[src/design/bzc_pkg.sv]
package bzc_pkg;

   localparam int MAX_WIDTH = 256;
   localparam int MAX_HEIGHT = 256;
   localparam int OUT_LIMIT = 4096;

   localparam int PIXEL_BITS = 16;
   localparam int COORD_BITS = 12;
   localparam int SIZE_BITS = 13;
   localparam int STEP_BITS = 17;
   localparam int FRAC_BITS = 16;
   localparam int PROD_BITS = SIZE_BITS + STEP_BITS;
   localparam int INT_BITS = PROD_BITS - FRAC_BITS;
   localparam int MIX_BITS = PIXEL_BITS + FRAC_BITS;

   localparam int WIDTH_BITS = $clog2(MAX_WIDTH + 1);
   localparam int HEIGHT_BITS = $clog2(MAX_HEIGHT + 1);
   localparam int COL_BITS = $clog2(MAX_WIDTH);
   localparam int ROW_BITS = $clog2(MAX_HEIGHT);
   localparam int STORE_DEPTH = MAX_WIDTH * MAX_HEIGHT;
   localparam int ADDR_BITS = $clog2(STORE_DEPTH);
   localparam int TOTAL_BITS = $clog2(STORE_DEPTH + 1);

   localparam int CSR_ADDR_BITS = 5;
   localparam int CSR_DATA_BITS = 32;

   localparam int QUEUE_DEPTH = 2;
   localparam int QUEUE_PTR_BITS = $clog2(QUEUE_DEPTH);
   localparam int QUEUE_CNT_BITS = $clog2(QUEUE_DEPTH + 1);

   typedef enum logic {
      OP_LOAD = 1'b0,
      OP_EMIT = 1'b1
   } opcode_type;

   typedef enum logic [2:0] {
      REG_SOURCE_WIDTH  = 3'd0,
      REG_SOURCE_HEIGHT = 3'd1,
      REG_STEP          = 3'd2,
      REG_SCALED_WIDTH  = 3'd3,
      REG_SCALED_HEIGHT = 3'd4,
      REG_EMIT_FULL     = 3'd5
   } reg_index_type;

   typedef struct packed {
      logic [WIDTH_BITS-1:0]  width;
      logic [HEIGHT_BITS-1:0] height;
      logic [TOTAL_BITS-1:0]  total;
      logic [STEP_BITS-1:0]   step;
      logic [SIZE_BITS-1:0]   out_width;
      logic [SIZE_BITS-1:0]   out_height;
      logic [COORD_BITS-1:0]  off_x;
      logic [COORD_BITS-1:0]  off_y;
   } cfg_type;

   typedef struct packed {
      opcode_type            opcode;
      logic [PIXEL_BITS-1:0] pixel;
   } item_type;

   typedef struct packed {
      logic [PIXEL_BITS-1:0] pixel;
      logic [COORD_BITS-1:0] x;
      logic [COORD_BITS-1:0] y;
      logic                  last;
   } result_type;

   function automatic logic [QUEUE_PTR_BITS-1:0] queue_next(
      input logic [QUEUE_PTR_BITS-1:0] p
   );
      logic [QUEUE_PTR_BITS-1:0] r;
      if (p == QUEUE_PTR_BITS'(QUEUE_DEPTH - 1)) begin
         r = '0;
      end else begin
         r = p + 1'b1;
      end
      return r;
   endfunction

endpackage

[src/design/bzc_rspq.sv]
module bzc_rspq (
   input  logic                            clock,
   input  logic                            reset,
   input  logic                            res_push,
   input  bzc_pkg::result_type             res,
   output logic                            res_space,
   output logic                            empty,
   input  logic                            pop,
   output logic [bzc_pkg::PIXEL_BITS-1:0]  pixel_out,
   output logic [bzc_pkg::COORD_BITS-1:0]  out_x,
   output logic [bzc_pkg::COORD_BITS-1:0]  out_y,
   output logic                            frame_last
);

   logic [bzc_pkg::QUEUE_CNT_BITS-1:0] count_ff;
   logic [bzc_pkg::QUEUE_CNT_BITS-1:0] count_in;
   logic [bzc_pkg::QUEUE_PTR_BITS-1:0] wr_ff;
   logic [bzc_pkg::QUEUE_PTR_BITS-1:0] wr_in;
   logic [bzc_pkg::QUEUE_PTR_BITS-1:0] rd_ff;
   logic [bzc_pkg::QUEUE_PTR_BITS-1:0] rd_in;
   bzc_pkg::result_type                entry_ff [bzc_pkg::QUEUE_DEPTH];
   bzc_pkg::result_type                head;
   logic                               do_push;
   logic                               do_pop;

   assign res_space = count_ff != bzc_pkg::QUEUE_CNT_BITS'(bzc_pkg::QUEUE_DEPTH);
   assign empty     = count_ff == '0;
   assign do_push   = res_push & res_space;
   assign do_pop    = pop & ~empty;
   assign head      = entry_ff[rd_ff];

   assign pixel_out  = head.pixel;
   assign out_x      = head.x;
   assign out_y      = head.y;
   assign frame_last = head.last;

   always_comb begin
      count_in = count_ff + bzc_pkg::QUEUE_CNT_BITS'(do_push)
                          - bzc_pkg::QUEUE_CNT_BITS'(do_pop);
      wr_in    = do_push ? bzc_pkg::queue_next(wr_ff) : wr_ff;
      rd_in    = do_pop ? bzc_pkg::queue_next(rd_ff) : rd_ff;
   end

   always_ff @(posedge clock) begin
      if (reset) begin
         count_ff <= '0;
         wr_ff    <= '0;
         rd_ff    <= '0;
      end else begin
         count_ff <= count_in;
         wr_ff    <= wr_in;
         rd_ff    <= rd_in;
      end
   end

   always_ff @(posedge clock) begin
      if (do_push) begin
         entry_ff[wr_ff] <= res;
      end
   end

endmodule

[config.mk]
export PLATFORM = sky130hd
export DESIGN_NAME = bzc_rspq
export DESIGN_NICKNAME = d
export VERILOG_FILES = /design/src/design/bzc_pkg.sv /design/src/design/bzc_rspq.sv
export SDC_FILE = /design/constraint.sdc
export NUM_CORES = 1
export LEC_CHECK = 0
export ABC_AREA = 0
export BUFFER_PORTS_ARGS = -buffer_cell sky130_fd_sc_hd__buf_2
export CAP_MARGIN = 5
export CORE_MARGIN = 2
export CORE_UTILIZATION = 49
export CTS_BUF_LIST = sky130_fd_sc_hd__clkbuf_2 sky130_fd_sc_hd__clkbuf_4 sky130_fd_sc_hd__clkbuf_8
export CTS_CLUSTER_SIZE = 10
export DETAILED_ROUTE_END_ITERATION = 8
export PLACE_DENSITY = 0.78
export SLEW_MARGIN = 20
export SYNTH_ARGS = -nofsm -noshare
export SYNTH_HDL_FRONTEND = slang
export SYNTH_SLANG_ARGS = --single-unit
[constraint.sdc]
create_clock -name clock -period 2.8 [get_ports clock]
set_input_delay 0.56 -clock clock [delete_from_list [all_inputs] [get_ports clock]]
set_output_delay 0.56 -clock clock [all_outputs]
set_load 0.03 [all_outputs]
==> Flow_metrics.wiki <==
{| class="wikitable"
! Metric !! Value
|-
| DR vias || 1627
|-
| Antenna-violating nets left || 0
|-
| First-pass iteration count of the detailed router || 4
|-
| Maximum vdd ir drop || between 600 and 700 uV
|-
| Final GP Congestion || a little under 0.7
|-
| Hold path startpoint || res[40]
|-
| Number of instances in the synthesized netlist || 153
|-
| Arrival time reported for the critical path endpoint || 1.74 ns
|-
| Sequential Power Share || between 40% and 50%
|-
| Via count of the first global-routing pass || ~1600
|-
| Sw Ratio || about a third
|-
| Starting DRT DRC Count || 66
|-
| Cts repair resizes || 0
|-
| Gr usage total || roughly 14%
|-
| # placed instances || 320
|-
| DRC violation count after routing || 0
|-
| Number of warning messages in the yosys log || 0
|-
| CTS H-tree lvls || 3
|-
| Maximum number of buffers from clock root to sink || 2
|-
| Worst Path Buf+Inv || 2
|-
| Global-route wire length before repair || between 7000 and 8000 um
|-
| Post-CTS setup repair buffer count || 0
|-
| Post-synthesis sequential element count || 87
|-
| Root buffer cell || clkbuf_8
|-
| Antenna violations before repair || 0
|-
| Final cell count without fillers || between 300 and 400
|-
| RSZ-0062 raised after global routing || no
|-
| Maximum fanout count along the critical path || 15
|-
| Horizontal extent of the die || 87.3 um
|-
| Area of the mapped netlist || ~3400 um2
|-
| Final routed wirelength across all metal layers || between 5000 and 6000 um
|-
| P per Cell Area || between 900 and 1000 nW/um2
|-
| Final critical-path required period || approximately 2.3 ns
|-
| Number of clock sinks || 87
|-
| Leakage power total || about 1.6 nW
|-
| Cell count of the worst hold path || 1
|-
| Sink of the worst hold path || entry_ff[1][40]
|-
| Worst Setup Path Type || reg -> out
|-
| CTS Buf Count || 9
|-
| Number of nets in the final layout || 298
|-
| Post-synthesis sequential area ratio || approximately three quarters
|-
| Synth cell types || 18
|-
| Largest net degree at the start of global routing || 27
|-
| Status || complete, no violations
|-
| Type of the tightest min-delay check || in -> reg
|-
| Setup TNS || 0 ns
|-
| Fraction of the cycle the final worst path needs || slightly above 80%
|-
| Average cell area after synthesis || about 22 um2
|-
| Worst-skew pair later-pin latency || roughly 0.34 ns
|-
| Cell type of the slowest stage on the worst timing path || dfxtp_2
|-
| Pins over their slew limit || 0
|-
| Hold-fix buffer count after cts || 0
|-
| Clock share of power || 19.5%
|-
| Power spent charging and discharging nets || about 1.3 mW
|-
| Dominant delay contributor by cell family on the critical path || flip-flops
|-
| Sort of element at the end of the critical path || primary output
|-
| DP Wirelength || ~3700 um
|-
| Number of antenna cells inserted || 0
|-
| Reg2Reg Setup Slack || between 1 and 1.5 ns
|-
| Worst slew margin relative to its limit || around three fifths
|-
| Final hold vios || 0
|-
| Internal Power || approximately 2.7 mW
|-
| IO buf count || between 80 and 90
|-
| Syn nets || 200
|-
| Wire per inst || 15.8 um
|-
| Die height || 87.3 um
|-
| Max Clk Rate || 435 MHz
|-
| Layout Skew || 0.00558 ns
|-
| Worst setup SP type || register
|-
| # setup viols final || 0
|-
| Start of the worst register-to-register path || count_ff[0]
|-
| Final worst hold slack || 0.404 ns
|-
| Clock slew seen by the registers of the worst setup and hold paths || 0.07 ns
|-
| Core outline area || between 6000 and 7000 um2
|-
| Required @ worst endpoint || 2.24 ns
|-
| Most common cell after layout, fill and taps aside || buf_2
|-
| Layout cells sized above 1 || approximately three fifths
|-
| Via density per instance || a little under 5
|-
| Max-capacitance violation count || 0
|-
| Clock tree from TritonCTS || done
|-
| Synthesis-to-finish area growth || 20.7%
|-
| Maximum cell stage delay along the critical path || between 0.6 and 0.7 ns
|-
| Placement Rows || 30
|-
| Effective utilization at floorplan || 50.4%
|-
| Portion of total power attributed to combinational logic || ~37%
|-
| Worst Max-Slew Pin Slew || approximately 0.58 ns
|-
| Logic depth of the worst register-to-register path || 3
|-
| Number of top-level design ports || ~90
|-
| Critical path, cell by cell || buf_12 > mux2_4 > buf_2
|-
| Global route overflow || 0
|-
| Leading cell types in the layout, fill and taps excluded || 87 x buf_2, 82 x edfxtp_1, 41 x mux2_4
|-
| Reg-to-reg endpoint || entry_ff[1][8]
|-
| Die area || approximately 7600 um2
|}
final cells by class:
cell class	instances	area (um2)
repair buffers	92	510
clock buffers	11	139
fillers	502	2650
well taps	80	100
multi-input cells	60	754
clock inverters	2	35.0
inverters	1	3.75
flip-flops and latches	87	2560
logic make-up (layout without fill, tap and decap cells):
family / count (synthesis) / after routing / synth area share, %
flip-flops: 87 / 87 / 75.3
AND/OR/NAND/NOR: 13 / 13 / 1.99
AO/OA/AOI/OAI: 1 / 1 / 0.257
buffers and inverters: 6 / 106 / 2.79
XOR/XNOR: 2 / 2 / 0.515
multiplexers: 42 / 42 / 18.4
adder cells (fa/ha/maj): 2 / 2 / 0.735
synthesized netlist by cell type (all sizes together):
master  number  area share, %
edfxtp      82             72
mux2        42             18
nor2         6           0.66
buf          5            2.7
dfxtp        5            2.9
ha           2           0.74
nor2b        2           0.37
and2         1           0.18
and3         1           0.18
inv          1           0.11
nand2        1           0.18
nand2b       1           0.26
nor3         1           0.15
o21a         1           0.26
xnor2        1           0.26
xor2         1           0.26
metrics by stage:
step / area, um2 / setup WS [ns] / power (mW) / utilization (%)
floorplan: 3410 / 0.616 / 3.01 / -
global placement: 3930 / 0.845 / 3.30 / 58.2
detailed placement: 3930 / 0.835 / 3.33 / 58.2
CTS: 4110 / 0.459 / 4.12 / 60.8
global route: 4110 / 0.395 / 4.26 / 60.8
finish: 4110 / 0.502 / 4.07 / 60.8
how the worst max path moves through the flow:
stage	start	slack (ns)	endpoint	cells past startpoint
6_report	register	0.50	out_y[7]	3
5_1_grt	register	0.39	out_y[7]	3
4_1_cts	register	0.46	out_y[7]	3
3_5_place_dp	register	0.84	out_y[7]	3
3_3_place_gp	register	0.84	out_y[7]	3
2_1_floorplan	count_ff[0]	0.62	entry_ff[0][0]	3
registers in the layout (all words and copies together) (netlist names), named ones only:
name	count
entry_ff	82
count_ff	2
rd_ff	1
wr_ff	1
power groups by stage:
stage / Clock, mW / Sequential, mW / Combinational (mW)
after detailed placement: 0 / 1.82 / 1.51
after global placement: 0 / 1.81 / 1.49
final: 0.792 / 1.79 / 1.49
after CTS: 0.818 / 1.79 / 1.51
after global routing: 0.881 / 1.81 / 1.57
after floorplan: 0 / 1.76 / 1.25
per-layer routing:
layer / wire [um] / GRT usage, %
met1: 2100 / 16.3
met2: 2780 / 24.2
met3: 298 / 5.12
met4: 76 / 6.29
met5: 0 / 0
Note: power is estimated with default switching activity, not from simulation.
