$ cat config.mk
export PLATFORM = sky130hd
export DESIGN_NAME = bzc_csr
export DESIGN_NICKNAME = d
export VERILOG_FILES = /design/src/design/bzc_pkg.sv /design/src/design/bzc_csr.sv
export SDC_FILE = /design/constraint.sdc
export NUM_CORES = 1
export LEC_CHECK = 0
export BUFFER_PORTS_ARGS = -buffer_cell sky130_fd_sc_hd__buf_4
export CAP_MARGIN = 20
export CORE_MARGIN = 1.5
export CORE_UTILIZATION = 50
export DETAILED_ROUTE_END_ITERATION = 10
export GPL_ROUTABILITY_DRIVEN = 0
export PLACE_DENSITY = 0.81
export SLEW_MARGIN = 20
export SYNTH_ARGS = -nofsm -noshare
export SYNTH_HDL_FRONTEND = slang
export SYNTH_SLANG_ARGS = --single-unit
$ cat constraint.sdc
create_clock -name clock -period 9.9 [get_ports clock]
set_input_delay 1.98 -clock clock [delete_from_list [all_inputs] [get_ports clock]]
set_output_delay 1.98 -clock clock [all_outputs]
set_load 0.01 [all_outputs]
$ cat src/design/bzc_pkg.sv
package bzc_pkg;

   localparam int MAX_WIDTH = 256;
   localparam int MAX_HEIGHT = 256;
   localparam int OUT_LIMIT = 4096;

   localparam int PIXEL_BITS = 16;
   localparam int COORD_BITS = 12;
   localparam int SIZE_BITS = 13;
   localparam int STEP_BITS = 17;
   localparam int FRAC_BITS = 16;
   localparam int PROD_BITS = SIZE_BITS + STEP_BITS;
   localparam int INT_BITS = PROD_BITS - FRAC_BITS;
   localparam int MIX_BITS = PIXEL_BITS + FRAC_BITS;

   localparam int WIDTH_BITS = $clog2(MAX_WIDTH + 1);
   localparam int HEIGHT_BITS = $clog2(MAX_HEIGHT + 1);
   localparam int COL_BITS = $clog2(MAX_WIDTH);
   localparam int ROW_BITS = $clog2(MAX_HEIGHT);
   localparam int STORE_DEPTH = MAX_WIDTH * MAX_HEIGHT;
   localparam int ADDR_BITS = $clog2(STORE_DEPTH);
   localparam int TOTAL_BITS = $clog2(STORE_DEPTH + 1);

   localparam int CSR_ADDR_BITS = 5;
   localparam int CSR_DATA_BITS = 32;

   localparam int QUEUE_DEPTH = 2;
   localparam int QUEUE_PTR_BITS = $clog2(QUEUE_DEPTH);
   localparam int QUEUE_CNT_BITS = $clog2(QUEUE_DEPTH + 1);

   typedef enum logic {
      OP_LOAD = 1'b0,
      OP_EMIT = 1'b1
   } opcode_type;

   typedef enum logic [2:0] {
      REG_SOURCE_WIDTH  = 3'd0,
      REG_SOURCE_HEIGHT = 3'd1,
      REG_STEP          = 3'd2,
      REG_SCALED_WIDTH  = 3'd3,
      REG_SCALED_HEIGHT = 3'd4,
      REG_EMIT_FULL     = 3'd5
   } reg_index_type;

   typedef struct packed {
      logic [WIDTH_BITS-1:0]  width;
      logic [HEIGHT_BITS-1:0] height;
      logic [TOTAL_BITS-1:0]  total;
      logic [STEP_BITS-1:0]   step;
      logic [SIZE_BITS-1:0]   out_width;
      logic [SIZE_BITS-1:0]   out_height;
      logic [COORD_BITS-1:0]  off_x;
      logic [COORD_BITS-1:0]  off_y;
   } cfg_type;

   typedef struct packed {
      opcode_type            opcode;
      logic [PIXEL_BITS-1:0] pixel;
   } item_type;

   typedef struct packed {
      logic [PIXEL_BITS-1:0] pixel;
      logic [COORD_BITS-1:0] x;
      logic [COORD_BITS-1:0] y;
      logic                  last;
   } result_type;

   function automatic logic [QUEUE_PTR_BITS-1:0] queue_next(
      input logic [QUEUE_PTR_BITS-1:0] p
   );
      logic [QUEUE_PTR_BITS-1:0] r;
      if (p == QUEUE_PTR_BITS'(QUEUE_DEPTH - 1)) begin
         r = '0;
      end else begin
         r = p + 1'b1;
      end
      return r;
   endfunction

endpackage

$ cat src/design/bzc_csr.sv
module bzc_csr (
   input  logic                               clock,
   input  logic                               reset,
   input  logic                               psel,
   input  logic                               penable,
   input  logic                               pwrite,
   input  logic [bzc_pkg::CSR_ADDR_BITS-1:0]  paddr,
   input  logic [bzc_pkg::CSR_DATA_BITS-1:0]  pwdata,
   output logic [bzc_pkg::CSR_DATA_BITS-1:0]  prdata,
   output bzc_pkg::cfg_type                   cfg
);

   logic [8:0]                       src_w_ff;
   logic [8:0]                       src_h_ff;
   logic [bzc_pkg::STEP_BITS-1:0]    step_ff;
   logic [bzc_pkg::SIZE_BITS-1:0]    scl_w_ff;
   logic [bzc_pkg::SIZE_BITS-1:0]    scl_h_ff;
   logic                             full_ff;
   bzc_pkg::cfg_type                 cfg_ff;
   bzc_pkg::cfg_type                 cfg_in;
   bzc_pkg::reg_index_type           index;
   logic                             wr_en;
   logic [bzc_pkg::SIZE_BITS-1:0]    w_size;
   logic [bzc_pkg::SIZE_BITS-1:0]    h_size;
   logic [bzc_pkg::SIZE_BITS-1:0]    sw_size;
   logic [bzc_pkg::SIZE_BITS-1:0]    sh_size;
   logic [bzc_pkg::SIZE_BITS-1:0]    diff_w;
   logic [bzc_pkg::SIZE_BITS-1:0]    diff_h;
   logic [bzc_pkg::WIDTH_BITS+bzc_pkg::HEIGHT_BITS-1:0] area;

   function automatic logic [bzc_pkg::SIZE_BITS-1:0] clamp_size(
      input logic [bzc_pkg::SIZE_BITS-1:0] v,
      input logic [bzc_pkg::SIZE_BITS-1:0] hi
   );
      logic [bzc_pkg::SIZE_BITS-1:0] r;
      if (v == '0) begin
         r = bzc_pkg::SIZE_BITS'(1);
      end else if (v > hi) begin
         r = hi;
      end else begin
         r = v;
      end
      return r;
   endfunction

   assign index = bzc_pkg::reg_index_type'(paddr[4:2]);
   assign wr_en = psel & penable & pwrite;

   always_ff @(posedge clock) begin
      if (reset) begin
         src_w_ff <= 9'd256;
         src_h_ff <= 9'd256;
         step_ff  <= 17'd65536;
         scl_w_ff <= 13'd256;
         scl_h_ff <= 13'd256;
         full_ff  <= 1'b0;
      end else if (wr_en) begin
         unique case (index)
            bzc_pkg::REG_SOURCE_WIDTH:  src_w_ff <= pwdata[8:0];
            bzc_pkg::REG_SOURCE_HEIGHT: src_h_ff <= pwdata[8:0];
            bzc_pkg::REG_STEP:          step_ff  <= pwdata[bzc_pkg::STEP_BITS-1:0];
            bzc_pkg::REG_SCALED_WIDTH:  scl_w_ff <= pwdata[bzc_pkg::SIZE_BITS-1:0];
            bzc_pkg::REG_SCALED_HEIGHT: scl_h_ff <= pwdata[bzc_pkg::SIZE_BITS-1:0];
            bzc_pkg::REG_EMIT_FULL:     full_ff  <= pwdata[0];
            default: ;
         endcase
      end
   end

   always_comb begin
      unique case (index)
         bzc_pkg::REG_SOURCE_WIDTH:  prdata = bzc_pkg::CSR_DATA_BITS'(src_w_ff);
         bzc_pkg::REG_SOURCE_HEIGHT: prdata = bzc_pkg::CSR_DATA_BITS'(src_h_ff);
         bzc_pkg::REG_STEP:          prdata = bzc_pkg::CSR_DATA_BITS'(step_ff);
         bzc_pkg::REG_SCALED_WIDTH:  prdata = bzc_pkg::CSR_DATA_BITS'(scl_w_ff);
         bzc_pkg::REG_SCALED_HEIGHT: prdata = bzc_pkg::CSR_DATA_BITS'(scl_h_ff);
         bzc_pkg::REG_EMIT_FULL:     prdata = bzc_pkg::CSR_DATA_BITS'(full_ff);
         default:                    prdata = '0;
      endcase
   end

   // Clamp sizes and work out the crop window once, off the item path.
   always_comb begin
      w_size  = clamp_size(bzc_pkg::SIZE_BITS'(src_w_ff),
                           bzc_pkg::SIZE_BITS'(bzc_pkg::MAX_WIDTH));
      h_size  = clamp_size(bzc_pkg::SIZE_BITS'(src_h_ff),
                           bzc_pkg::SIZE_BITS'(bzc_pkg::MAX_HEIGHT));
      sw_size = clamp_size(scl_w_ff, bzc_pkg::SIZE_BITS'(bzc_pkg::OUT_LIMIT));
      sh_size = clamp_size(scl_h_ff, bzc_pkg::SIZE_BITS'(bzc_pkg::OUT_LIMIT));
      diff_w  = sw_size - w_size;
      diff_h  = sh_size - h_size;

      cfg_in.width  = bzc_pkg::WIDTH_BITS'(w_size);
      cfg_in.height = bzc_pkg::HEIGHT_BITS'(h_size);
      area          = cfg_in.width * cfg_in.height;
      cfg_in.total  = bzc_pkg::TOTAL_BITS'(area);
      cfg_in.step   = step_ff;
      if (full_ff) begin
         cfg_in.out_width  = sw_size;
         cfg_in.out_height = sh_size;
         cfg_in.off_x      = '0;
         cfg_in.off_y      = '0;
      end else begin
         cfg_in.out_width  = w_size;
         cfg_in.out_height = h_size;
         cfg_in.off_x      = (sw_size > w_size) ?
                             bzc_pkg::COORD_BITS'(diff_w >> 1) : '0;
         cfg_in.off_y      = (sh_size > h_size) ?
                             bzc_pkg::COORD_BITS'(diff_h >> 1) : '0;
      end
   end

   always_ff @(posedge clock) begin
      cfg_ff <= cfg_in;
   end

   assign cfg = cfg_ff;

endmodule

==> metrics.txt <==
Pre-antenna DRT Iters=6; number of buffers inserted by post-CTS setup repair=0; launch point of the worst reg-to-reg path=src_h_ff[4]; CP max stage cell=sky130_fd_sc_hd__nor2_1; flop and latch count out of synthesis=approximately 160; max-cap violation count=0; setup repair after global routing missed its margin=no; wire length of the first global-routing pass=about 38000 µm; count of yosys warnings during synthesis=0; share of the yosys chip area belonging to registers=between 30% and 40%; register clock-pin slew on the reported worst setup and hold paths=around 0.080 ns; largest cells by area after synthesis=sky130_fd_sc_hd__dfxtp_1 (36%), sky130_fd_sc_hd__fa_1 (11%), sky130_fd_sc_hd__ha_1 (7.4%); count of unique library cells instantiated by Yosys=73; CTS H-tree lvls=4; ratio of cells with drive above 1 in the final layout=around 17%; die boundary height=138 µm; predominant post-synthesis flop cell=sky130_fd_sc_hd__dfxtp_1; share of the core filled with cells in the final layout=60.4%; number of placed I/O pins=176; via count=7746; synthesized cell area=~9000 µm²; kind of capture point of the worst setup path=register; CTS tree=done; highest routed layer=met4; drt wl/cell=16.6 µm; routed length on met3=2010 µm; worst setup path startpoint=src_h_ff[4]; Worst Tran Pin Value=1.07 ns; maximum clock skew at final layout=about 0.013 ns; starting density of the core=between 50% and 60%; clock net sink count=between 150 and 200; crit path max fanout=10; max_slew headroom=between 20 and 30%; number of enable flip-flop cells after synthesis=0; number of placement rows=49; capturing instance or port of the critical path=cfg[82]; Max Root-Sink Buffers=2; post-synthesis async set-or-reset flop share=0%; total design power=between 1 and 1.5 mW; count of nets after finishing=about 1300; critical path arrival=slightly below 6 ns; dominant cell by count in the synthesized netlist=sky130_fd_sc_hd__dfxtp_1; number of DRC markers after the initial detailed-route iteration=670; list of most frequent post-synthesis cells=sky130_fd_sc_hd__dfxtp_1 (164), sky130_fd_sc_hd__nand2_1 (132), sky130_fd_sc_hd__nor2_1 (110); area share of the leading cell type in the synthesized netlist=35.9%; Cell Chain, Critical Path=nor4_1, a21oi_1, nor2_1, nand2_1, fa_1, inv_1, fa_1, inv_1, fa_1, fa_1, inv_1, ha_1, nand3_1, o2111ai_1, a41oi_1, o21bai_1, xor2_1; total routed wirelength=between 20000 and 25000 µm; Clk Latency, worst-skew pair=roughly 0.44 ns; Congestion Overflow GR=0; clock tree root buffer cell=sky130_fd_sc_hd__clkbuf_16; number of filler cells placed in the layout=around 1500; Peak supply drop=0.151 mV; type of the worst min-delay path=register to register; via count of the first global-routing pass=~7600; Gates resized, CTS repair=0; metal1 wirelength=9510 µm; final sum of negative setup slack=0 ns; stage delay of the slowest cell on the critical path=0.77 ns; antenna violations before repair=0; capture point of the worst reg-to-reg path=cfg[82]; die width=138 µm; minimum clock period=~5.5 ns; worst reg2reg setup slack=around 4.4 ns; most repeated library cell on the critical path=sky130_fd_sc_hd__fa_1; result of the run=finished clean; Hold Vio Cnt, Final=0; Synth area leader=sky130_fd_sc_hd__dfxtp_1; number of I/O port buffers=about 140; antenna diode count=0; required time of the critical path=10.26 ns; via/cell ratio=5.56; count of final setup violators=0; Power Density=~130 nW/µm²; Worst setup SP type=register; number of cells in the design after placement=~1400; post-detailed-route count of antenna-violating nets=0; drc violations=0; Leak=about 5 nW; Global Route Usage Sum=24.8%; Num CTS Buffers=17; count of non-filler cells in the finished layout=roughly 1400; part of the cycle the worst path needs=55.4%; pins over their slew limit=0; worst setup path category=register to register; average cell area after synthesis=~8.8 µm²; P&R area growth vs syn=18.6%; die outline area=19100 µm²; DP HPWL=16800 µm; routed length on met2=10900 µm; tightest hold margin=between 0.3 and 0.4 ns; pin count of the biggest net entering global routing=63; area of the placeable core=about 18000 µm²; worst reg2reg path depth=17; cell count after synthesis=a little over 1000; number of hold-repair buffers added at the cts stage=0; FMAX=~180 MHz
cell usage in the layout, fill, tap and decap left out, types with 17 or more instances in the layout:
| cell | count |
|---|---|
| sky130_fd_sc_hd__nor2_1 | 110 |
| sky130_fd_sc_hd__ha_1 | 54 |
| sky130_fd_sc_hd__inv_1 | 105 |
| sky130_fd_sc_hd__buf_4 | 146 |
| sky130_fd_sc_hd__nand2_1 | 132 |
| sky130_fd_sc_hd__mux2i_1 | 43 |
| sky130_fd_sc_hd__nor2b_1 | 31 |
| sky130_fd_sc_hd__a21oi_1 | 57 |
| sky130_fd_sc_hd__o21ai_0 | 28 |
| sky130_fd_sc_hd__clkbuf_16 | 17 |
| sky130_fd_sc_hd__nor3_1 | 23 |
| sky130_fd_sc_hd__fa_1 | 51 |
| sky130_fd_sc_hd__dfxtp_1 | 164 |
cell type report:
type | count | area (µm²) | area share (%)
multi-input cells | 715 | 5150 | 47.4
clock inverters | 15 | 208 | 1.91
repair buffers | 146 | 1100 | 10.1
clock buffers | 17 | 425 | 3.92
well taps | 229 | 287 | 2.64
inverters | 108 | 405 | 3.74
flip-flops and latches | 164 | 3280 | 30.3
metrics by stage:
step	instance area, µm²	setup slack [ns]
2_1_floorplan	9200	4.86
3_3_place_gp	10200	4.58
3_5_place_dp	10200	4.56
4_1_cts	10900	4.49
5_1_grt	10900	3.96
6_report	10900	4.42
metal layers:
metal / vias up / global-route usage (%)
li1: 3615 / -
met1: 3675 / 32.0
met2: 398 / 39.8
met3: 58 / 5.72
met4: 0 / 11.3
met5: - / 0
worst min-delay path by stage:
stage	startpoint	to	depth (start not counted)
2_1_floorplan	step_ff[13]	cfg[63]	0
3_3_place_gp	step_ff[14]	cfg[64]	0
3_5_place_dp	step_ff[13]	cfg[63]	0
4_1_cts	step_ff[13]	cfg[63]	0
5_1_grt	step_ff[15]	cfg[65]	0
6_report	step_ff[13]	cfg[63]	0
sequential cells by signal, summed over array words and instances (netlist names):
signal and flops:
src_h_ff 9, scl_h_ff 13, scl_w_ff 13, src_w_ff 9, cfg 102, step_ff 17, full_ff 1
logic make-up (layout without fill, tap and decap cells):
kind of cell	count (synthesis)	count (layout)	share of synthesized area, %
other	1	15	0.0410
xor gates and xnor gates	21	21	2.01
adders and majority gates	105	105	18.5
and+or+nand+nor	367	367	18.6
DFF	164	164	35.9
AOI/OAI and AO/OA	163	163	11.7
buffers and inverters	173	286	8.41
muxes	44	44	4.83
where the power goes:
group | internal [mW] | switching, mW
logic | 0.0272 | 0.0451
clock network | 0.369 | 0.326
registers | 0.664 | 0.00380
critical path: cells and delay by family, from the launching register on:
| family | cells | cell delay, ns |
|---|---|---|
| adder cells (fa/ha/maj) | 5 | 2.42 |
| AND/OR/NAND/NOR | 4 | 1.34 |
| AO/OA/AOI/OAI | 4 | 0.93 |
| flip-flops | 1 | 0.35 |
| XOR/XNOR | 1 | 0.18 |
| buffers and inverters | 3 | 0.17 |
No activity file was read; power rests on OpenSTA's default activity.
