## config.mk

```make
export PLATFORM = sky130hd
export DESIGN_NAME = bzc_front
export DESIGN_NICKNAME = d
export VERILOG_FILES = /design/src/design/bzc_pkg.sv /design/src/design/bzc_front.sv
export SDC_FILE = /design/constraint.sdc
export NUM_CORES = 1
export LEC_CHECK = 0
export ABC_AREA = 0
export BUFFER_PORTS_ARGS = -buffer_cell sky130_fd_sc_hd__buf_2
export CORE_UTILIZATION = 54
export DETAILED_ROUTE_END_ITERATION = 10
export GPL_ROUTABILITY_DRIVEN = 0
export PLACE_DENSITY = 0.82
export SYNTH_ARGS = -nofsm -noshare
export SYNTH_HDL_FRONTEND = slang
export SYNTH_SLANG_ARGS = --single-unit
```

## constraint.sdc

```tcl
create_clock -name clock -period 5.1 [get_ports clock]
set_clock_uncertainty 0.05 [all_clocks]
set_input_delay 0.51 -clock clock [delete_from_list [all_inputs] [get_ports clock]]
set_output_delay 0.51 -clock clock [all_outputs]
set_load 0.005 [all_outputs]
```

## src/design/bzc_pkg.sv

```systemverilog
package bzc_pkg;

   localparam int MAX_WIDTH = 256;
   localparam int MAX_HEIGHT = 256;
   localparam int OUT_LIMIT = 4096;

   localparam int PIXEL_BITS = 16;
   localparam int COORD_BITS = 12;
   localparam int SIZE_BITS = 13;
   localparam int STEP_BITS = 17;
   localparam int FRAC_BITS = 16;
   localparam int PROD_BITS = SIZE_BITS + STEP_BITS;
   localparam int INT_BITS = PROD_BITS - FRAC_BITS;
   localparam int MIX_BITS = PIXEL_BITS + FRAC_BITS;

   localparam int WIDTH_BITS = $clog2(MAX_WIDTH + 1);
   localparam int HEIGHT_BITS = $clog2(MAX_HEIGHT + 1);
   localparam int COL_BITS = $clog2(MAX_WIDTH);
   localparam int ROW_BITS = $clog2(MAX_HEIGHT);
   localparam int STORE_DEPTH = MAX_WIDTH * MAX_HEIGHT;
   localparam int ADDR_BITS = $clog2(STORE_DEPTH);
   localparam int TOTAL_BITS = $clog2(STORE_DEPTH + 1);

   localparam int CSR_ADDR_BITS = 5;
   localparam int CSR_DATA_BITS = 32;

   localparam int QUEUE_DEPTH = 2;
   localparam int QUEUE_PTR_BITS = $clog2(QUEUE_DEPTH);
   localparam int QUEUE_CNT_BITS = $clog2(QUEUE_DEPTH + 1);

   typedef enum logic {
      OP_LOAD = 1'b0,
      OP_EMIT = 1'b1
   } opcode_type;

   typedef enum logic [2:0] {
      REG_SOURCE_WIDTH  = 3'd0,
      REG_SOURCE_HEIGHT = 3'd1,
      REG_STEP          = 3'd2,
      REG_SCALED_WIDTH  = 3'd3,
      REG_SCALED_HEIGHT = 3'd4,
      REG_EMIT_FULL     = 3'd5
   } reg_index_type;

   typedef struct packed {
      logic [WIDTH_BITS-1:0]  width;
      logic [HEIGHT_BITS-1:0] height;
      logic [TOTAL_BITS-1:0]  total;
      logic [STEP_BITS-1:0]   step;
      logic [SIZE_BITS-1:0]   out_width;
      logic [SIZE_BITS-1:0]   out_height;
      logic [COORD_BITS-1:0]  off_x;
      logic [COORD_BITS-1:0]  off_y;
   } cfg_type;

   typedef struct packed {
      opcode_type            opcode;
      logic [PIXEL_BITS-1:0] pixel;
   } item_type;

   typedef struct packed {
      logic [PIXEL_BITS-1:0] pixel;
      logic [COORD_BITS-1:0] x;
      logic [COORD_BITS-1:0] y;
      logic                  last;
   } result_type;

   function automatic logic [QUEUE_PTR_BITS-1:0] queue_next(
      input logic [QUEUE_PTR_BITS-1:0] p
   );
      logic [QUEUE_PTR_BITS-1:0] r;
      if (p == QUEUE_PTR_BITS'(QUEUE_DEPTH - 1)) begin
         r = '0;
      end else begin
         r = p + 1'b1;
      end
      return r;
   endfunction

endpackage

```

## src/design/bzc_front.sv

```systemverilog
module bzc_front (
   input  logic                            clock,
   input  logic                            reset,
   input  logic                            push,
   output logic                            full,
   input  logic                            opcode,
   input  logic [bzc_pkg::PIXEL_BITS-1:0]  pixel_in,
   output logic                            item_valid,
   output bzc_pkg::item_type               item,
   input  logic                            item_pop
);

   logic [bzc_pkg::QUEUE_CNT_BITS-1:0] count_ff;
   logic [bzc_pkg::QUEUE_CNT_BITS-1:0] count_in;
   logic [bzc_pkg::QUEUE_PTR_BITS-1:0] wr_ff;
   logic [bzc_pkg::QUEUE_PTR_BITS-1:0] wr_in;
   logic [bzc_pkg::QUEUE_PTR_BITS-1:0] rd_ff;
   logic [bzc_pkg::QUEUE_PTR_BITS-1:0] rd_in;
   bzc_pkg::item_type                  entry_ff [bzc_pkg::QUEUE_DEPTH];
   bzc_pkg::item_type                  entry_in;
   logic                               do_push;
   logic                               do_pop;

   assign full       = count_ff == bzc_pkg::QUEUE_CNT_BITS'(bzc_pkg::QUEUE_DEPTH);
   assign item_valid = count_ff != '0;
   assign do_push    = push & ~full;
   assign do_pop     = item_pop & item_valid;
   assign item       = entry_ff[rd_ff];

   // Tag the request as a pixel load or an output request.
   always_comb begin
      entry_in.opcode = (opcode == 1'b1) ? bzc_pkg::OP_EMIT : bzc_pkg::OP_LOAD;
      entry_in.pixel  = pixel_in;
      count_in = count_ff + bzc_pkg::QUEUE_CNT_BITS'(do_push)
                          - bzc_pkg::QUEUE_CNT_BITS'(do_pop);
      wr_in    = do_push ? bzc_pkg::queue_next(wr_ff) : wr_ff;
      rd_in    = do_pop ? bzc_pkg::queue_next(rd_ff) : rd_ff;
   end

   always_ff @(posedge clock) begin
      if (reset) begin
         count_ff <= '0;
         wr_ff    <= '0;
         rd_ff    <= '0;
      end else begin
         count_ff <= count_in;
         wr_ff    <= wr_in;
         rd_ff    <= rd_in;
      end
   end

   always_ff @(posedge clock) begin
      if (do_push) begin
         entry_ff[wr_ff] <= entry_in;
      end
   end

endmodule

```

==> results.json, run 1 <==
{
  "synth_area_leader_cell": "edfxtp_1",
  "r2r_cells": 4,
  "wire_per_inst_um": 14.2,
  "viasPerCell": 5.06,
  "tightest_slew_ns": 0.729,
  "h-tree-depth": 2,
  "drt_iter0_drc": 22,
  "peakVddDrop_mv": 0.325,
  "crit_type": "register to output pin",
  "grt_start_max_net_pins": 18,
  "postCtsSetupRepairBufs": 0,
  "min_path_type": "input pin to register",
  "layout_setup_ws_ns": 2.85,
  "cts_resized": 0,
  "grt.total_usage_pct": 17.3,
  "first_global_vias": 756,
  "syn_nets": 103,
  "timing.hold.ws_ns": 0.297,
  "start_kind": "register",
  "cts_hold_buf": 0,
  "ant_nets": 0,
  "drv_cap": 0,
  "max-slew-margin-rel_pct": 51.3,
  "dp.cells": 147,
  "fin_nets": 147,
  "placed_cell_area_sq_um": 1680,
  "synth_common_cells": "edfxtp_1 (34), mux2_1 (15), dfxtp_1 (5), inv_1 (3), nor2_1 (3)",
  "grt_overflow": 0,
  "fmax_ghz": 0.445,
  "slew_violations": 0,
  "clk_path_buf_depth": 2,
  "cts_root_buf": "clkbuf_4",
  "cts_sinks": 39,
  "r2r-start": "count_ff[0]",
  "synth.area.top_cells": "edfxtp_1 (70%), mux2_1 (12%), dfxtp_1 (6.8%)",
  "cts_tree": "yes",
  "rsz0062_at_grt": "false",
  "reg2reg_to": "entry_ff[0][15]",
  "yosysUniqueCellTypes": 23,
  "drive_above_1_share_pct": 43.2,
  "place_ws_ns": 3.14,
  "period_share_pct": 44.0,
  "fp.dieW_um": 54.0,
  "initial_utilization_pct": 58.0,
  "finalWirelength_um": 2200,
  "fill_cells": 175,
  "critPathMaxStageDelay_ns": 0.81,
  "synthesis.instances": 80,
  "drtPass1Iterations": 4,
  "multi_input_area_sq_um": 314,
  "hpwl_um": 1580,
  "end_kind": "output pin",
  "r2r_setup_slack_ns": 3.26,
  "path_clk_slew_ns": 0.11,
  "area_delta_synth_final_pct": 21.0,
  "finalHoldViolations": 0,
  "diodes": 0,
  "async_flop_share_pct": 0,
  "synth_ff_type": "edfxtp_1",
  "synth.top_cell.area_share_pct": 69.8,
  "finalSetupViolCount": 0,
  "synth_edf_count": 34,
  "dieArea_sq_um": 2920,
  "required_ns": 4.54,
  "port_buffers": 39,
  "cts_buffers": 5,
  "synth_most_common_cell": "edfxtp_1",
  "synth-seq-cells": 39,
  "ys_warn_count": 0,
  "clock_latency_ns": 0.34,
  "crit_arrival_ns": 1.69,
  "ys_seq_area_share_pct": 76.6,
  "antenna_found_initial": 0,
  "seq_area_sq_um": 1120,
  "crit_path_end": "item[6]",
  "period_needed_ns": 2.25,
  "drcViolationCount": 0,
  "core-area_sq_um": 2520,
  "syn_area_per_cell_sq_um": 18.3,
  "final_cells": 155,
  "cp_max_fo": 17,
  "synth_area_sq_um": 1460,
  "grt_pass1_wl_um": 3220,
  "fin_area_sq_um": 1770,
  "status": "finished clean",
  "crit_slowest_cell": "dfxtp_1",
  "rows": 18,
  "power.density_nw_per_um2": 481,
  "vias": 784,
  "crit_chain": "mux2_2 -> buf_2",
  "p_leak_nw": 0.714,
  "io_pins": 40,
  "die_height_um": 54.0,
  "tns_ns": 0
}
[flip-flops by register name, indices dropped and copies added, names as in the netlist, named ones only]
signal	flops
entry_ff	34
count_ff	2
wr_ff	1
rd_ff	1
[worst min-delay path by stage]
stage,start,endpoint,slack [ns],depth (start not counted)
floorplan,wr_ff,wr_ff,0.40,2
global placement,wr_ff,wr_ff,0.42,2
detailed placement,wr_ff,wr_ff,0.44,2
CTS,pixel_in[2],entry_ff[0][2],0.28,1
global route,pixel_in[11],entry_ff[1][11],0.28,1
finish,pixel_in[2],entry_ff[0][2],0.30,1
[final cells by class]
| type | instances | area share [%] |
|---|---|---|
| Sequential cell | 39 | 63.4 |
| Clock inverter | 2 | 1.98 |
| Tap cell | 30 | 2.12 |
| Clock buffer | 6 | 2.90 |
| Multi-Input combinational cell | 35 | 17.8 |
| Timing Repair Buffer | 39 | 11.0 |
| Inverter | 4 | 0.849 |
[cell usage in the layout (no fill, tap or decap), drive strengths merged]
cell type	instances
buf	39
edfxtp	34
mux2	17
clkbuf	6
dfxtp	5
inv	4
nor2	3
ha	2
o21a	1
or2	1
nand2b	1
nand2	1
and3	1
or3	1
nor2b	1
xnor2	1
xor2	1
and2	1
nor3	1
o21ai	1
a21oi	1
clkinv	1
bufinv	1
[power breakdown]
| part | internal (mW) | switching, mW | total, mW |
|---|---|---|---|
| Sequential | 0.409 | 0.0368 | 0.446 |
| Clock | 0.116 | 0.0953 | 0.211 |
| Combinational | 0.106 | 0.0885 | 0.195 |
[per-stage QoR]
step	utilization, %	power, mW
2_1_floorplan	-	0.569
3_3_place_gp	66.7	0.641
3_5_place_dp	66.7	0.656
4_1_cts	70.1	0.866
5_1_grt	70.1	0.900
6_report	70.1	0.852
[worst max-delay path, delay by kind of cell (launching register included)]
| kind | cells | cell delay [ns] |
|---|---|---|
| mux | 1 | 0.42 |
| buf+inv | 1 | 0.13 |
| flops | 1 | 0.81 |
[per-layer routing]
layer / vias up / global-route usage, % / routed length [um]
met5: - / 0 / 0
met4: 0 / 11.5 / 47
met3: 5 / 6.78 / 130
met2: 26 / 28.0 / 1150
met1: 367 / 18.5 / 871
li1: 386 / - / -
[kinds of logic (layout without fill, tap and decap cells)]
| family | Yosys count | in the layout | share of synthesized area (%) |
|---|---|---|---|
| flops | 39 | 39 | 76.6 |
| mux | 17 | 17 | 13.1 |
| simple gates | 11 | 11 | 4.19 |
| buf+inv | 6 | 51 | 1.88 |
| compound gates | 3 | 3 | 1.28 |
| fa+ha+maj | 2 | 2 | 1.71 |
| xor+xnor | 2 | 2 | 1.20 |
No activity file was read; power rests on OpenSTA's default activity.
==> run 2: changes to the inputs <==
- CORE_UTILIZATION: 54 -> 50
- PLACE_DENSITY: 0.82 -> 0.77
- clock period: 5.1 -> 2.2 ns (I/O delays scaled with it)
==> run 2 against run 1 <==
Setup slack worse by 2.6 ns; sequential power up 130%; design area up 5.4%; core utilization down 2.5 points; sequential cell count unchanged; cell count up 7.1%; sequential share of layout area down 3.3 points; count of clock-buffer cells in the layout unchanged; wire length up 6.9%; critical endpoint is now item[14]; largest cell class unchanged.
==> results.json, run 2 (same netlist as run 1, synthesis figures left out) <==
{
  "tns_ns": 0,
  "place_ws_ns": 0.567,
  "power.density_nw_per_um2": 1080,
  "drt_iter0_drc": 14,
  "ant_nets": 0,
  "first_global_vias": 858,
  "top_register": "entry_ff",
  "largest_registers": "entry_ff (34), count_ff (2)",
  "area_delta_synth_final_pct": 27.5,
  "crit_arrival_ns": 1.64,
  "drv_cap": 0,
  "drtPass1Iterations": 4,
  "die_height_um": 56.1,
  "r2r-start": "count_ff[1]",
  "cp_max_fo": 9,
  "largest_reg_flops": 34,
  "wire_per_inst_um": 14.2,
  "period_needed_ns": 1.91,
  "io_pins": 40,
  "hold_path_end": "entry_ff[0][0]",
  "status": "finished clean",
  "port_buffers": 39,
  "cts_resized": 0,
  "h-tree-depth": 2,
  "cts_root_buf": "clkbuf_4",
  "hpwl_um": 1570,
  "period_share_pct": 86.9,
  "grt_pass1_wl_um": 3700,
  "p_leak_nw": 0.758,
  "vias": 820,
  "crit_slowest_cell": "dfxtp_1",
  "grt_start_max_net_pins": 18,
  "finalSetupViolCount": 0,
  "rows": 19,
  "layout_setup_ws_ns": 0.288,
  "finalHoldViolations": 0,
  "diodes": 0,
  "min_path_type": "input pin to register",
  "rsz0062_at_grt": "false",
  "required_ns": 1.93,
  "initial_utilization_pct": 53.0,
  "cts_tree": "yes",
  "cts_sinks": 39,
  "dieArea_sq_um": 3150,
  "path_clk_slew_ns": 0.11,
  "reg2reg_to": "count_ff[1]",
  "fp.dieW_um": 56.1,
  "layout_commonest_cell": "buf_2",
  "drive_above_1_share_pct": 41.5,
  "finalWirelength_um": 2360,
  "tightest_slew_ns": 0.412,
  "viasPerCell": 4.94,
  "grt.total_usage_pct": 16.3,
  "critPathMaxStageDelay_ns": 0.57,
  "fin_nets": 157,
  "slew_violations": 0,
  "clock_latency_ns": 0.33,
  "cts_buffers": 5,
  "r2r_setup_slack_ns": 0.55,
  "hp-start": "pixel_in[0]",
  "peakVddDrop_mv": 0.890,
  "final_cell_mix": "buf_2 (39), edfxtp_1 (34), mux2_1 (15)",
  "holdPathStages": 1,
  "clk_path_buf_depth": 2,
  "crit_chain": "buf_4 -> mux2_1 -> buf_2",
  "max-slew-margin-rel_pct": 72.5,
  "start_kind": "register",
  "core-area_sq_um": 2760,
  "crit_type": "register to output pin",
  "grt_overflow": 0,
  "r2r_cells": 7,
  "end_kind": "output pin",
  "antenna_found_initial": 0,
  "drcViolationCount": 0,
  "fmax_ghz": 0.523
}
run 2: cell types whose count changed in the layout (fill, tap and decap cells not counted), sizes merged:
cell | previous run | this run
dlygate4sd3 | 0 | 8
buf | 39 | 41
run 2: critical path: cells and delay by family (launching register included):
kind	cells	cell delay [ns]
flip-flops	1	0.57
buffers and inverters	2	0.39
multiplexers	1	0.34
run 2: per-layer routing:
metal / GRT usage [%] / vias to the layer above / wire [um]
li1: - / 404 / -
met1: 19.2 / 383 / 983
met2: 26.7 / 27 / 1190
met3: 6.74 / 6 / 148
met4: 6.27 / 0 / 35
met5: 0 / - / 0
run 2: worst max-delay path by stage:
stage | to | slack [ns] | cells past startpoint
global route | item[12] | 0.19 | 3
detailed placement | count_ff[1] | 0.57 | 7
floorplan | entry_ff[0][0] | 0.59 | 4
CTS | item[14] | 0.24 | 3
global placement | count_ff[1] | 0.65 | 8
finish | item[14] | 0.29 | 3
run 2: layout make-up:
type | instances | area (sq um)
Sequential cell | 39 | 1120
Fill cell | 192 | 892
Multi-Input combinational cell | 35 | 314
Timing Repair Buffer | 49 | 290
Clock buffer | 6 | 51.3
Tap cell | 31 | 38.8
Clock inverter | 2 | 35.0
Inverter | 4 | 15.0
run 2: power by group:
part	leakage [nW]	internal [mW]	switching, mW
registers	0.359	0.947	0.0625
logic	0.351	0.272	0.233
clock network	0.0482	0.269	0.226
run 2: timing repair:
action | in CTS | in global routing
buffers inserted | 0 | 0
hold endpoints to repair | 6 | 8
hold buffers | 4 | 4
run 2: through the flow:
step           hold WS (ns)  area, sq um  utilization (%)  power, mW  instances
6_report             0.0161         1870             67.6       2.01        166
5_1_grt            0.000706         1870             67.6       2.12        166
4_1_cts           0.0000770         1830             66.2       2.03        162
3_5_place_dp          0.361         1700             61.6       1.53        150
3_3_place_gp          0.358         1700             61.6       1.51        150
2_1_floorplan         0.239         1460                -       1.32         80
